### config.mk
export PLATFORM = sky130hd
export DESIGN_NAME = mersenne61_modular_power
export DESIGN_NICKNAME = d
export VERILOG_FILES = /design/src/m61mp_pkg.sv /design/src/mersenne61_modular_power.sv
export SDC_FILE = /design/constraint.sdc
export NUM_CORES = 2
export LEC_CHECK = 0
export BUFFER_PORTS_ARGS = -buffer_cell sky130_fd_sc_hd__buf_4
export CAP_MARGIN = 25
export CORE_MARGIN = 5
export CORE_UTILIZATION = 25
export DETAILED_ROUTE_END_ITERATION = 10
export PLACE_DENSITY = 0.39
export SETUP_SLACK_MARGIN = 0.4
export SYNTH_ARGS = -nofsm -noshare
export SYNTH_HDL_FRONTEND = slang
export SYNTH_SLANG_ARGS = --single-unit
export TNS_END_PERCENT = 50
### constraint.sdc
create_clock -name clk -period 15.65 [get_ports clk]
set_clock_uncertainty 0.2 [all_clocks]
set_input_delay 1.565 -clock clk [delete_from_list [all_inputs] [get_ports clk]]
set_output_delay 1.565 -clock clk [all_outputs]
set_load 0.01 [all_outputs]
### src/m61mp_pkg.sv
package m61mp_pkg;

  // field and operand sizes
  localparam int unsigned FIELD_BITS = 61;
  localparam int unsigned HALF_BITS  = 32;
  localparam int unsigned EXP_BITS   = 64;
  localparam int unsigned PROD_BITS  = 2 * HALF_BITS;
  localparam int unsigned WIDE_BITS  = 2 * FIELD_BITS;
  localparam int unsigned STEP_BITS  = 3;

  localparam logic [FIELD_BITS-1:0] FIELD_P   = {FIELD_BITS{1'b1}};
  localparam logic [FIELD_BITS-1:0] FIELD_ONE = FIELD_BITS'(1);
  localparam logic [EXP_BITS-1:0]   INV_EXP   = EXP_BITS'(FIELD_P) - EXP_BITS'(2);

  // command codes on the command port
  localparam logic CMD_POWER   = 1'b0;
  localparam logic CMD_INVERSE = 1'b1;

  // multiplier sequence steps
  localparam logic [STEP_BITS-1:0] STEP_PP_LL = 3'd0;
  localparam logic [STEP_BITS-1:0] STEP_PP_LH = 3'd1;
  localparam logic [STEP_BITS-1:0] STEP_PP_HL = 3'd2;
  localparam logic [STEP_BITS-1:0] STEP_PP_HH = 3'd3;
  localparam logic [STEP_BITS-1:0] STEP_SUM   = 3'd4;
  localparam logic [STEP_BITS-1:0] STEP_FOLD  = 3'd5;
  localparam logic [STEP_BITS-1:0] STEP_LAST  = 3'd6;

  typedef enum logic [1:0] {
    S_IDLE,
    S_PICK,
    S_MUL,
    S_DONE
  } state_t;

  typedef enum logic {
    OP_ACC,
    OP_SQR
  } op_t;

  // weight of a partial product
  typedef enum logic [1:0] {
    WT_ONE,
    WT_HALF,
    WT_FULL
  } wt_t;

endpackage

### src/mersenne61_modular_power.sv
// channel   | ports                               | handshake
// ----------+-------------------------------------+---------------------------------
// item in   | command, base_value, exponent       | start high while busy low
// result    | result                              | done high for one cycle
//
// one beat in gives one result beat; busy holds from the cycle after accept
// through done; a zero exponent goes straight from the pick state to done.
// every square and multiply runs on the one 32x32 multiplier as a sequence of steps:
// four partial products, one wide add behind them, then the fold and last steps.
// rst is synchronous and returns the sequencer to idle; the receiver cannot stall.
module mersenne61_modular_power
  import m61mp_pkg::*;
(
  input  logic                  clk,
  input  logic                  rst,
  input  logic                  start,
  input  logic                  command,
  input  logic [FIELD_BITS-1:0] base_value,
  input  logic [EXP_BITS-1:0]   exponent,
  output logic                  busy,
  output logic                  done,
  output logic [FIELD_BITS-1:0] result
);

  state_t state, state_next;
  op_t    op;

  logic [STEP_BITS-1:0]  step;
  logic [FIELD_BITS-1:0] acc;
  logic [FIELD_BITS-1:0] sq;
  logic [EXP_BITS-1:0]   exp_reg;
  logic [PROD_BITS-1:0]  prod;
  wt_t                   prod_wt;
  logic                  prod_vld;
  logic [WIDE_BITS-1:0]  wide;
  logic [FIELD_BITS:0]   fold1;

  logic                  load_item;
  logic                  mul_last;
  logic                  exp_rest_zero;
  logic [FIELD_BITS-1:0] base_clean;
  logic [FIELD_BITS-1:0] opa;
  logic [HALF_BITS-1:0]  mult_a;
  logic [HALF_BITS-1:0]  mult_b;
  logic [PROD_BITS-1:0]  mult_out;
  logic [WIDE_BITS-1:0]  term;
  logic [FIELD_BITS:0]   fold2;
  logic [FIELD_BITS-1:0] canon;

  assign mul_last      = (step == STEP_LAST);
  assign exp_rest_zero = (exp_reg[EXP_BITS-1:1] == '0);

  // next state
  always_comb begin
    state_next = state;
    unique case (state)
      S_IDLE: begin
        if (start) state_next = S_PICK;
      end
      S_PICK: begin
        if (exp_reg == '0) state_next = S_DONE;
        else state_next = S_MUL;
      end
      S_MUL: begin
        if (mul_last) begin
          if (op == OP_ACC && exp_rest_zero) state_next = S_DONE;
          else if (op == OP_SQR) state_next = S_PICK;
        end
      end
      S_DONE: state_next = S_IDLE;
      default: state_next = S_IDLE;
    endcase
  end

  // handshake outputs
  always_comb begin
    busy      = (state != S_IDLE);
    done      = (state == S_DONE);
    load_item = start && (state == S_IDLE);
  end

  assign result = acc;

  // base of 2^61-1 is the same element as zero
  assign base_clean = (base_value == FIELD_P) ? '0 : base_value;

  // operand halves for the shared multiplier
  assign opa = (op == OP_ACC) ? acc : sq;

  always_comb begin
    mult_a = '0;
    mult_b = '0;
    unique case (step)
      STEP_PP_LL: begin
        mult_a = opa[HALF_BITS-1:0];
        mult_b = sq[HALF_BITS-1:0];
      end
      STEP_PP_LH: begin
        mult_a = opa[HALF_BITS-1:0];
        mult_b = HALF_BITS'(sq[FIELD_BITS-1:HALF_BITS]);
      end
      STEP_PP_HL: begin
        mult_a = HALF_BITS'(opa[FIELD_BITS-1:HALF_BITS]);
        mult_b = sq[HALF_BITS-1:0];
      end
      STEP_PP_HH: begin
        mult_a = HALF_BITS'(opa[FIELD_BITS-1:HALF_BITS]);
        mult_b = HALF_BITS'(sq[FIELD_BITS-1:HALF_BITS]);
      end
      default: begin
        mult_a = '0;
        mult_b = '0;
      end
    endcase
  end

  assign mult_out = PROD_BITS'(mult_a) * PROD_BITS'(mult_b);

  // place the registered partial product at its weight
  always_comb begin
    unique case (prod_wt)
      WT_ONE:  term = WIDE_BITS'(prod);
      WT_HALF: term = WIDE_BITS'(prod) << HALF_BITS;
      WT_FULL: term = WIDE_BITS'(prod) << PROD_BITS;
      default: term = '0;
    endcase
  end

  // second fold and final subtract to the canonical range
  assign fold2 = {1'b0, fold1[FIELD_BITS-1:0]} + (FIELD_BITS+1)'(fold1[FIELD_BITS]);
  assign canon = (fold2 >= (FIELD_BITS+1)'(FIELD_P))
               ? FIELD_BITS'(fold2 - (FIELD_BITS+1)'(FIELD_P))
               : fold2[FIELD_BITS-1:0];

  // sequencer control
  always_ff @(posedge clk) begin
    if (rst) begin
      state    <= S_IDLE;
      step     <= STEP_PP_LL;
      prod_vld <= 1'b0;
      op       <= OP_SQR;
    end else begin
      state <= state_next;
      if (state == S_PICK) begin
        step     <= STEP_PP_LL;
        prod_vld <= 1'b0;
        op       <= exp_reg[0] ? OP_ACC : OP_SQR;
      end else if (state == S_MUL) begin
        prod_vld <= (step <= STEP_PP_HH);
        if (mul_last) begin
          step <= STEP_PP_LL;
          op   <= OP_SQR;
        end else begin
          step <= step + STEP_BITS'(1);
        end
      end
    end
  end

  // datapath: partial products, wide sum, folding, write back
  always_ff @(posedge clk) begin
    if (load_item) begin
      acc     <= FIELD_ONE;
      sq      <= base_clean;
      exp_reg <= (command == CMD_INVERSE) ? INV_EXP : exponent;
    end
    if (state == S_MUL) begin
      prod <= mult_out;
      unique case (step)
        STEP_PP_LL: prod_wt <= WT_ONE;
        STEP_PP_HH: prod_wt <= WT_FULL;
        default:    prod_wt <= WT_HALF;
      endcase
      if (step == STEP_PP_LL) wide <= '0;
      else if (prod_vld) wide <= wide + term;
      if (step == STEP_FOLD) begin
        fold1 <= (FIELD_BITS+1)'(wide[FIELD_BITS-1:0])
               + (FIELD_BITS+1)'(wide[WIDE_BITS-1:FIELD_BITS]);
      end
      if (mul_last) begin
        if (op == OP_ACC) begin
          acc <= canon;
        end else begin
          sq      <= canon;
          exp_reg <= exp_reg >> 1;
        end
      end
    end
  end

  // checks
  a_done_one_cycle: assert property (@(posedge clk) disable iff (rst)
    done |=> !done)
    else $error("result strobe longer than one cycle");

  a_done_while_busy: assert property (@(posedge clk) disable iff (rst)
    done |-> busy)
    else $error("result strobe while idle");

  a_accept_goes_busy: assert property (@(posedge clk) disable iff (rst)
    (start && !busy) |=> busy)
    else $error("accepted beat did not start work");

  a_result_canonical: assert property (@(posedge clk) disable iff (rst)
    done |-> (result != FIELD_P))
    else $error("result not reduced below the modulus");

  a_step_in_range: assert property (@(posedge clk) disable iff (rst)
    (state == S_MUL) |-> (step <= STEP_LAST))
    else $error("multiplier step out of range");

endmodule

; Word level (Yosys, flattened, before mapping)
; Index checks and enable logic that the tools add are counted.
[op_classes]
eq_ne = 14
muxes = 32
n_lt_le_gt_ge = 2
n_addsub = 5
n_reduce_logical = 20
mul = 1
bitwise_logic = 1
[ops]
columns = cell, n
row1 = 2-to-1 mux 61 bit, 11
row2 = one-hot mux 122 bit (3 select lines), 1
row3 = 2-to-1 mux 64 bit, 5
row4 = one-hot mux 32 bit (2 select lines), 2
row5 = adder 122 bit, 1
row6 = 2-to-1 mux 122 bit, 1
row7 = logical NOT 64 bit, 1
row8 = multiplier 32 x 32 -> 64 bit, 1
row9 = logical NOT 63 bit, 1
row10 = adder 61 x 1 -> 62 bit, 1
row11 = adder 61 x 61 -> 62 bit, 1
row12 = greater-or-equal comparator 62 x 61 -> 1 bit (second input constant), 1
row13 = equality test 61 bit (second input constant), 1
row14 = subtractor 61 bit (second input constant), 1
row15 = OR reduction 2 bit, 5
row16 = 2-to-1 mux 2 bit, 4
row17 = one-hot mux 2 bit (4 select lines), 1
row18 = nonzero test 2 bit, 4
row19 = equality test 2 bit (second input constant), 3
row20 = equality test 3 x 2 -> 1 bit (second input constant), 2
row21 = equality test 3 bit (second input constant), 2
row22 = AND reduction 2 bit, 3
row23 = 2-to-1 mux 1 bit, 5
row24 = equality test 2 x 1 -> 1 bit (second input constant), 2
row25 = 12 further kinds, 15
[totals]
output_inout_bits = 63
input_bits = 129
reg_bits = 443
wordCells = 86

; Longest topological paths before layout
[logic_depth]
word_depth = 6
mapped_depth = 37
depth_no_buf = 33

; Worst setup path after synthesis
; Ideal clock, no wire load.
[synth_timing]
kind = flip-flop to flip-flop
from = reg step[0]
to = reg prod[58], data pin
setup_time_ns = 0.259
setup_slack_ns = 6.565
required_ns = 15.191
period_less_slack_ns = 9.085
t_arrival_ns = 8.627
n_path_buf = 3
stages_incl_launch_ff = 30
path_cell_list = dfxtp_1 -> clkbuf_1 -> and2_1 -> ha_1 -> a21o_1 -> clkbuf_1 -> a22oi_1 -> clkbuf_1 -> nor2_1 -> fa_1 -> fa_1 -> fa_1 -> inv_1 -> fa_1 -> inv_1 -> fa_1 -> fa_1 -> fa_1 -> fa_1 -> ha_1 -> a21o_1 -> a21oi_1 -> o21ai_0 -> a31oi_1 -> o21ai_0 -> a221oi_1 -> nand2_1 -> a2111oi_0 -> nor3_1 -> o31a_1
[synth_via]
elab_chain_cells = 4
word_cells_on_any_way = 11
classes_between = mul (1) / eq/ne (3) / mux (2) / reduce/logical (5)
[synth_lines]
columns = element, line_no
row1 = from (decl), mersenne61_modular_power.sv:28  ; logic [STEP_BITS-1:0] step;
row2 = from (signal assigned), mersenne61_modular_power.sv:154  ; step <= step + STEP_BITS'(1);
row3 = equality test 3 x 2 -> 1 bit (tied with other cells), mersenne61_modular_power.sv:93  ; unique case (step)
row4 = OR reduction 2 bit (no line), -
row5 = one-hot mux 32 bit (2 select lines), mersenne61_modular_power.sv:93
row6 = multiplier 32 x 32 -> 64 bit *, mersenne61_modular_power.sv:117  ; assign mult_out = PROD_BITS'(mult_a) * PROD_BITS'(mult_b);
row7 = net mult_out[58], mersenne61_modular_power.sv:45  ; logic [PROD_BITS-1:0] mult_out;
row8 = to (signal assigned), mersenne61_modular_power.sv:168  ; prod <= mult_out;
row9 = to (decl), mersenne61_modular_power.sv:32  ; logic [PROD_BITS-1:0] prod;
; Mark *: on every way through the listed nets, which the timed path passes. The rest lies on a longest branch.
; A chain may end at the register's enable or synchronous reset.

; Final worst setup path
[layout_timing]
from = reg step[0]
to = reg prod[60], data pin
; The elaborated chain is that of the path after synthesis.

==> reports/metrics.csv <==
metric;value;unit
tritoncts;built;
r2r-end;prod[60];
clkSlewWorstSetupHoldPaths;0.07;ns
postCtsSetupBuffers;0;
synthesis.instances;7403;
first_iter_violations;4704;
worstPathMaxFanout;65;
dieWidth;514.0;um
yosysUniqueCellTypes;83;
cts_root_buf;clkbuf_16;
nFillCells;27290;
synth_ff_type;edfxtp_1;
reg2reg_slack;4.52;ns
slew_viol_final;0;
setup_tns;0;ns
cap_violations;0;
rsz0062_at_grt;no;
required;15.87;ns
vias;55420;
crit_slowest_cell;o22a_1;
first_pass_iters;6;
coreArea;253500;sq um
portBuffers;191;
critPathMaxStageDelay;0.95;ns
period_share;0.7114;
grt_max_degree;126;
dp_hpwl;242000;um
largest_reg_flops;122;
cts_buffers;58;
fin_crit;11.13;ns
path_common_cell;fa_1;
grt_pass1_wl;427300;um
start_kind;register;
die-area;264200;sq um
cts-resized-gates;0;
placed_cells;10680;
htree_levels;2;
synth_edf_count;250;
ys_seq_area_frac;0.1791;
synth.avg_cell_area;8.578;sq um
synth_top_area_frac;0.2831;
end_kind;register;
timing.slew.headroom;0.2678;
grt_pass1_vias;57230;
hp-start;exp_reg[50];
yosysMostFrequentCell;inv_1;
grt_antenna_before_repair;24;
crit_start;step[0];
clock_path_buffers;3;
synth_area;63510;sq um
status;finished clean;
drt_wl_total;297900;um
finalNonFillerCells;10800;
finalSetupViolCount;0;
hold_depth;2;
syn2layout_area_growth;11.98;%
reg2regPathDepth;30;
crit_arrival;11.36;ns
finish.net_count;8860;
ctsHoldBuffers;0;
synth-seq-cells;443;
avgViaCountPerCell;5.132;
fmax;89.82;MHz
layout-drive-gt1-share;0.07272;
hp-class;register to register;
async_flop_share;0;
synth_nets;8885;
wl_per_cell;27.59;um
yosysTopAreaCell;fa_1;
netlist_top_cells_count;inv_1 (956), nor2_1 (915), fa_1 (898);
synth_area_leaders;fa_1 (28%), edfxtp_1 (12%), ha_1 (9.0%);
grt.total_usage;0.2221;
overflow;0;
cts.sinks;443;
worstSetupPathType;register to register;
hold_viol;0;
timing.rr.start;step[0];
holdPathEnd;exp_reg[49];
worst_pin_slew;1.090;ns
start_util;0.2506;
ios;192;
ant_nets;0;
yosysWarnings;0;
die_h;514.0;um
place.gp.congestion;0.9212;
fin_util;0.2806;
clk_latency;0.68;ns
rows;185;
drc_errors;0;
==> worst max path at each step <==
stage               endpoint  slack (ns)  cells after the start
global placement    prod[58]        4.51                     27
CTS                 prod[63]        4.60                     28
floorplan           prod[58]        6.56                     29
detailed placement  prod[63]        4.60                     28
global route        prod[63]        3.99                     28
finish              prod[60]        4.52                     30
==> final cells by class <==
class / instances / area, sq um / area share
Sequential cell: 443 / 11370 / 0.1600
Inverter: 956 / 3588 / 0.05046
Timing Repair Buffer: 339 / 2730 / 0.03839
Clock buffer: 71 / 1574 / 0.02213
Multi-Input combinational cell: 5580 / 47260 / 0.6645
Tap cell: 3366 / 4212 / 0.05922
Clock inverter: 37 / 361.6 / 0.005085
Antenna cell: 6 / 15.01 / 0.0002111
==> placed cells by master, fill, tap and decap left out, drive strengths merged, types with 64 or more instances in the layout <==
| cell type | instances |
|---|---|
| inv | 959 |
| nor2 | 917 |
| fa | 898 |
| nand2 | 780 |
| ha | 455 |
| a21oi | 428 |
| o21ai | 376 |
| buf | 339 |
| edfxtp | 250 |
| dfxtp | 193 |
| xnor2 | 176 |
| nand4 | 131 |
| a21o | 121 |
| nand3 | 112 |
| xor2 | 98 |
| mux2i | 96 |
| and2 | 90 |
| or3 | 81 |
| nor3 | 77 |
| clkbuf | 71 |
| a22o | 67 |
| o21bai | 64 |
==> kinds of logic after synthesis <==
| kind of cell | after synthesis | share of synthesized area |
|---|---|---|
| xor gates and xnor gates | 274 | 0.03791 |
| DFF | 443 | 0.1791 |
| adders and majority gates | 1353 | 0.3727 |
| AOI/OAI and AO/OA | 1444 | 0.1433 |
| muxes | 99 | 0.01566 |
| buffers and inverters | 1380 | 0.08184 |
| and+or+nand+nor | 2410 | 0.1695 |
==> per-stage QoR <==
stage | hold WS, ns | setup WS (ns) | cell area, sq um
6_report | 0.2738 | 4.517 | 71110
4_1_cts | 0.2747 | 4.597 | 70970
2_1_floorplan | 0.2419 | 6.565 | 63510
3_3_place_gp | 0.2569 | 4.513 | 68880
3_5_place_dp | 0.2618 | 4.597 | 69040
5_1_grt | 0.2981 | 3.988 | 71110
==> routing by layer <==
metal | share of wire | track usage | up-vias
met3 | 0.065 | 0.03519 | 371
met2 | 0.45 | 0.3576 | 1887
met5 | 0.00021 | 0 | -
met1 | 0.44 | 0.3012 | 28620
met4 | 0.044 | 0.08070 | 8
li1 | - | - | 24530
==> critical path, delay by kind of cell (launching register included) <==
kind | cells | cell delay (ns)
flip-flops | 1 | 0.61
buffers and inverters | 6 | 1.24
AND/OR/NAND/NOR | 3 | 0.69
adder cells (fa/ha/maj) | 9 | 4.48
XOR/XNOR | 1 | 0.10
AO/OA/AOI/OAI | 11 | 3.52
Power is not shown: default switching activity piles up to over one toggle a cycle in this logic, so the estimate is an artifact.
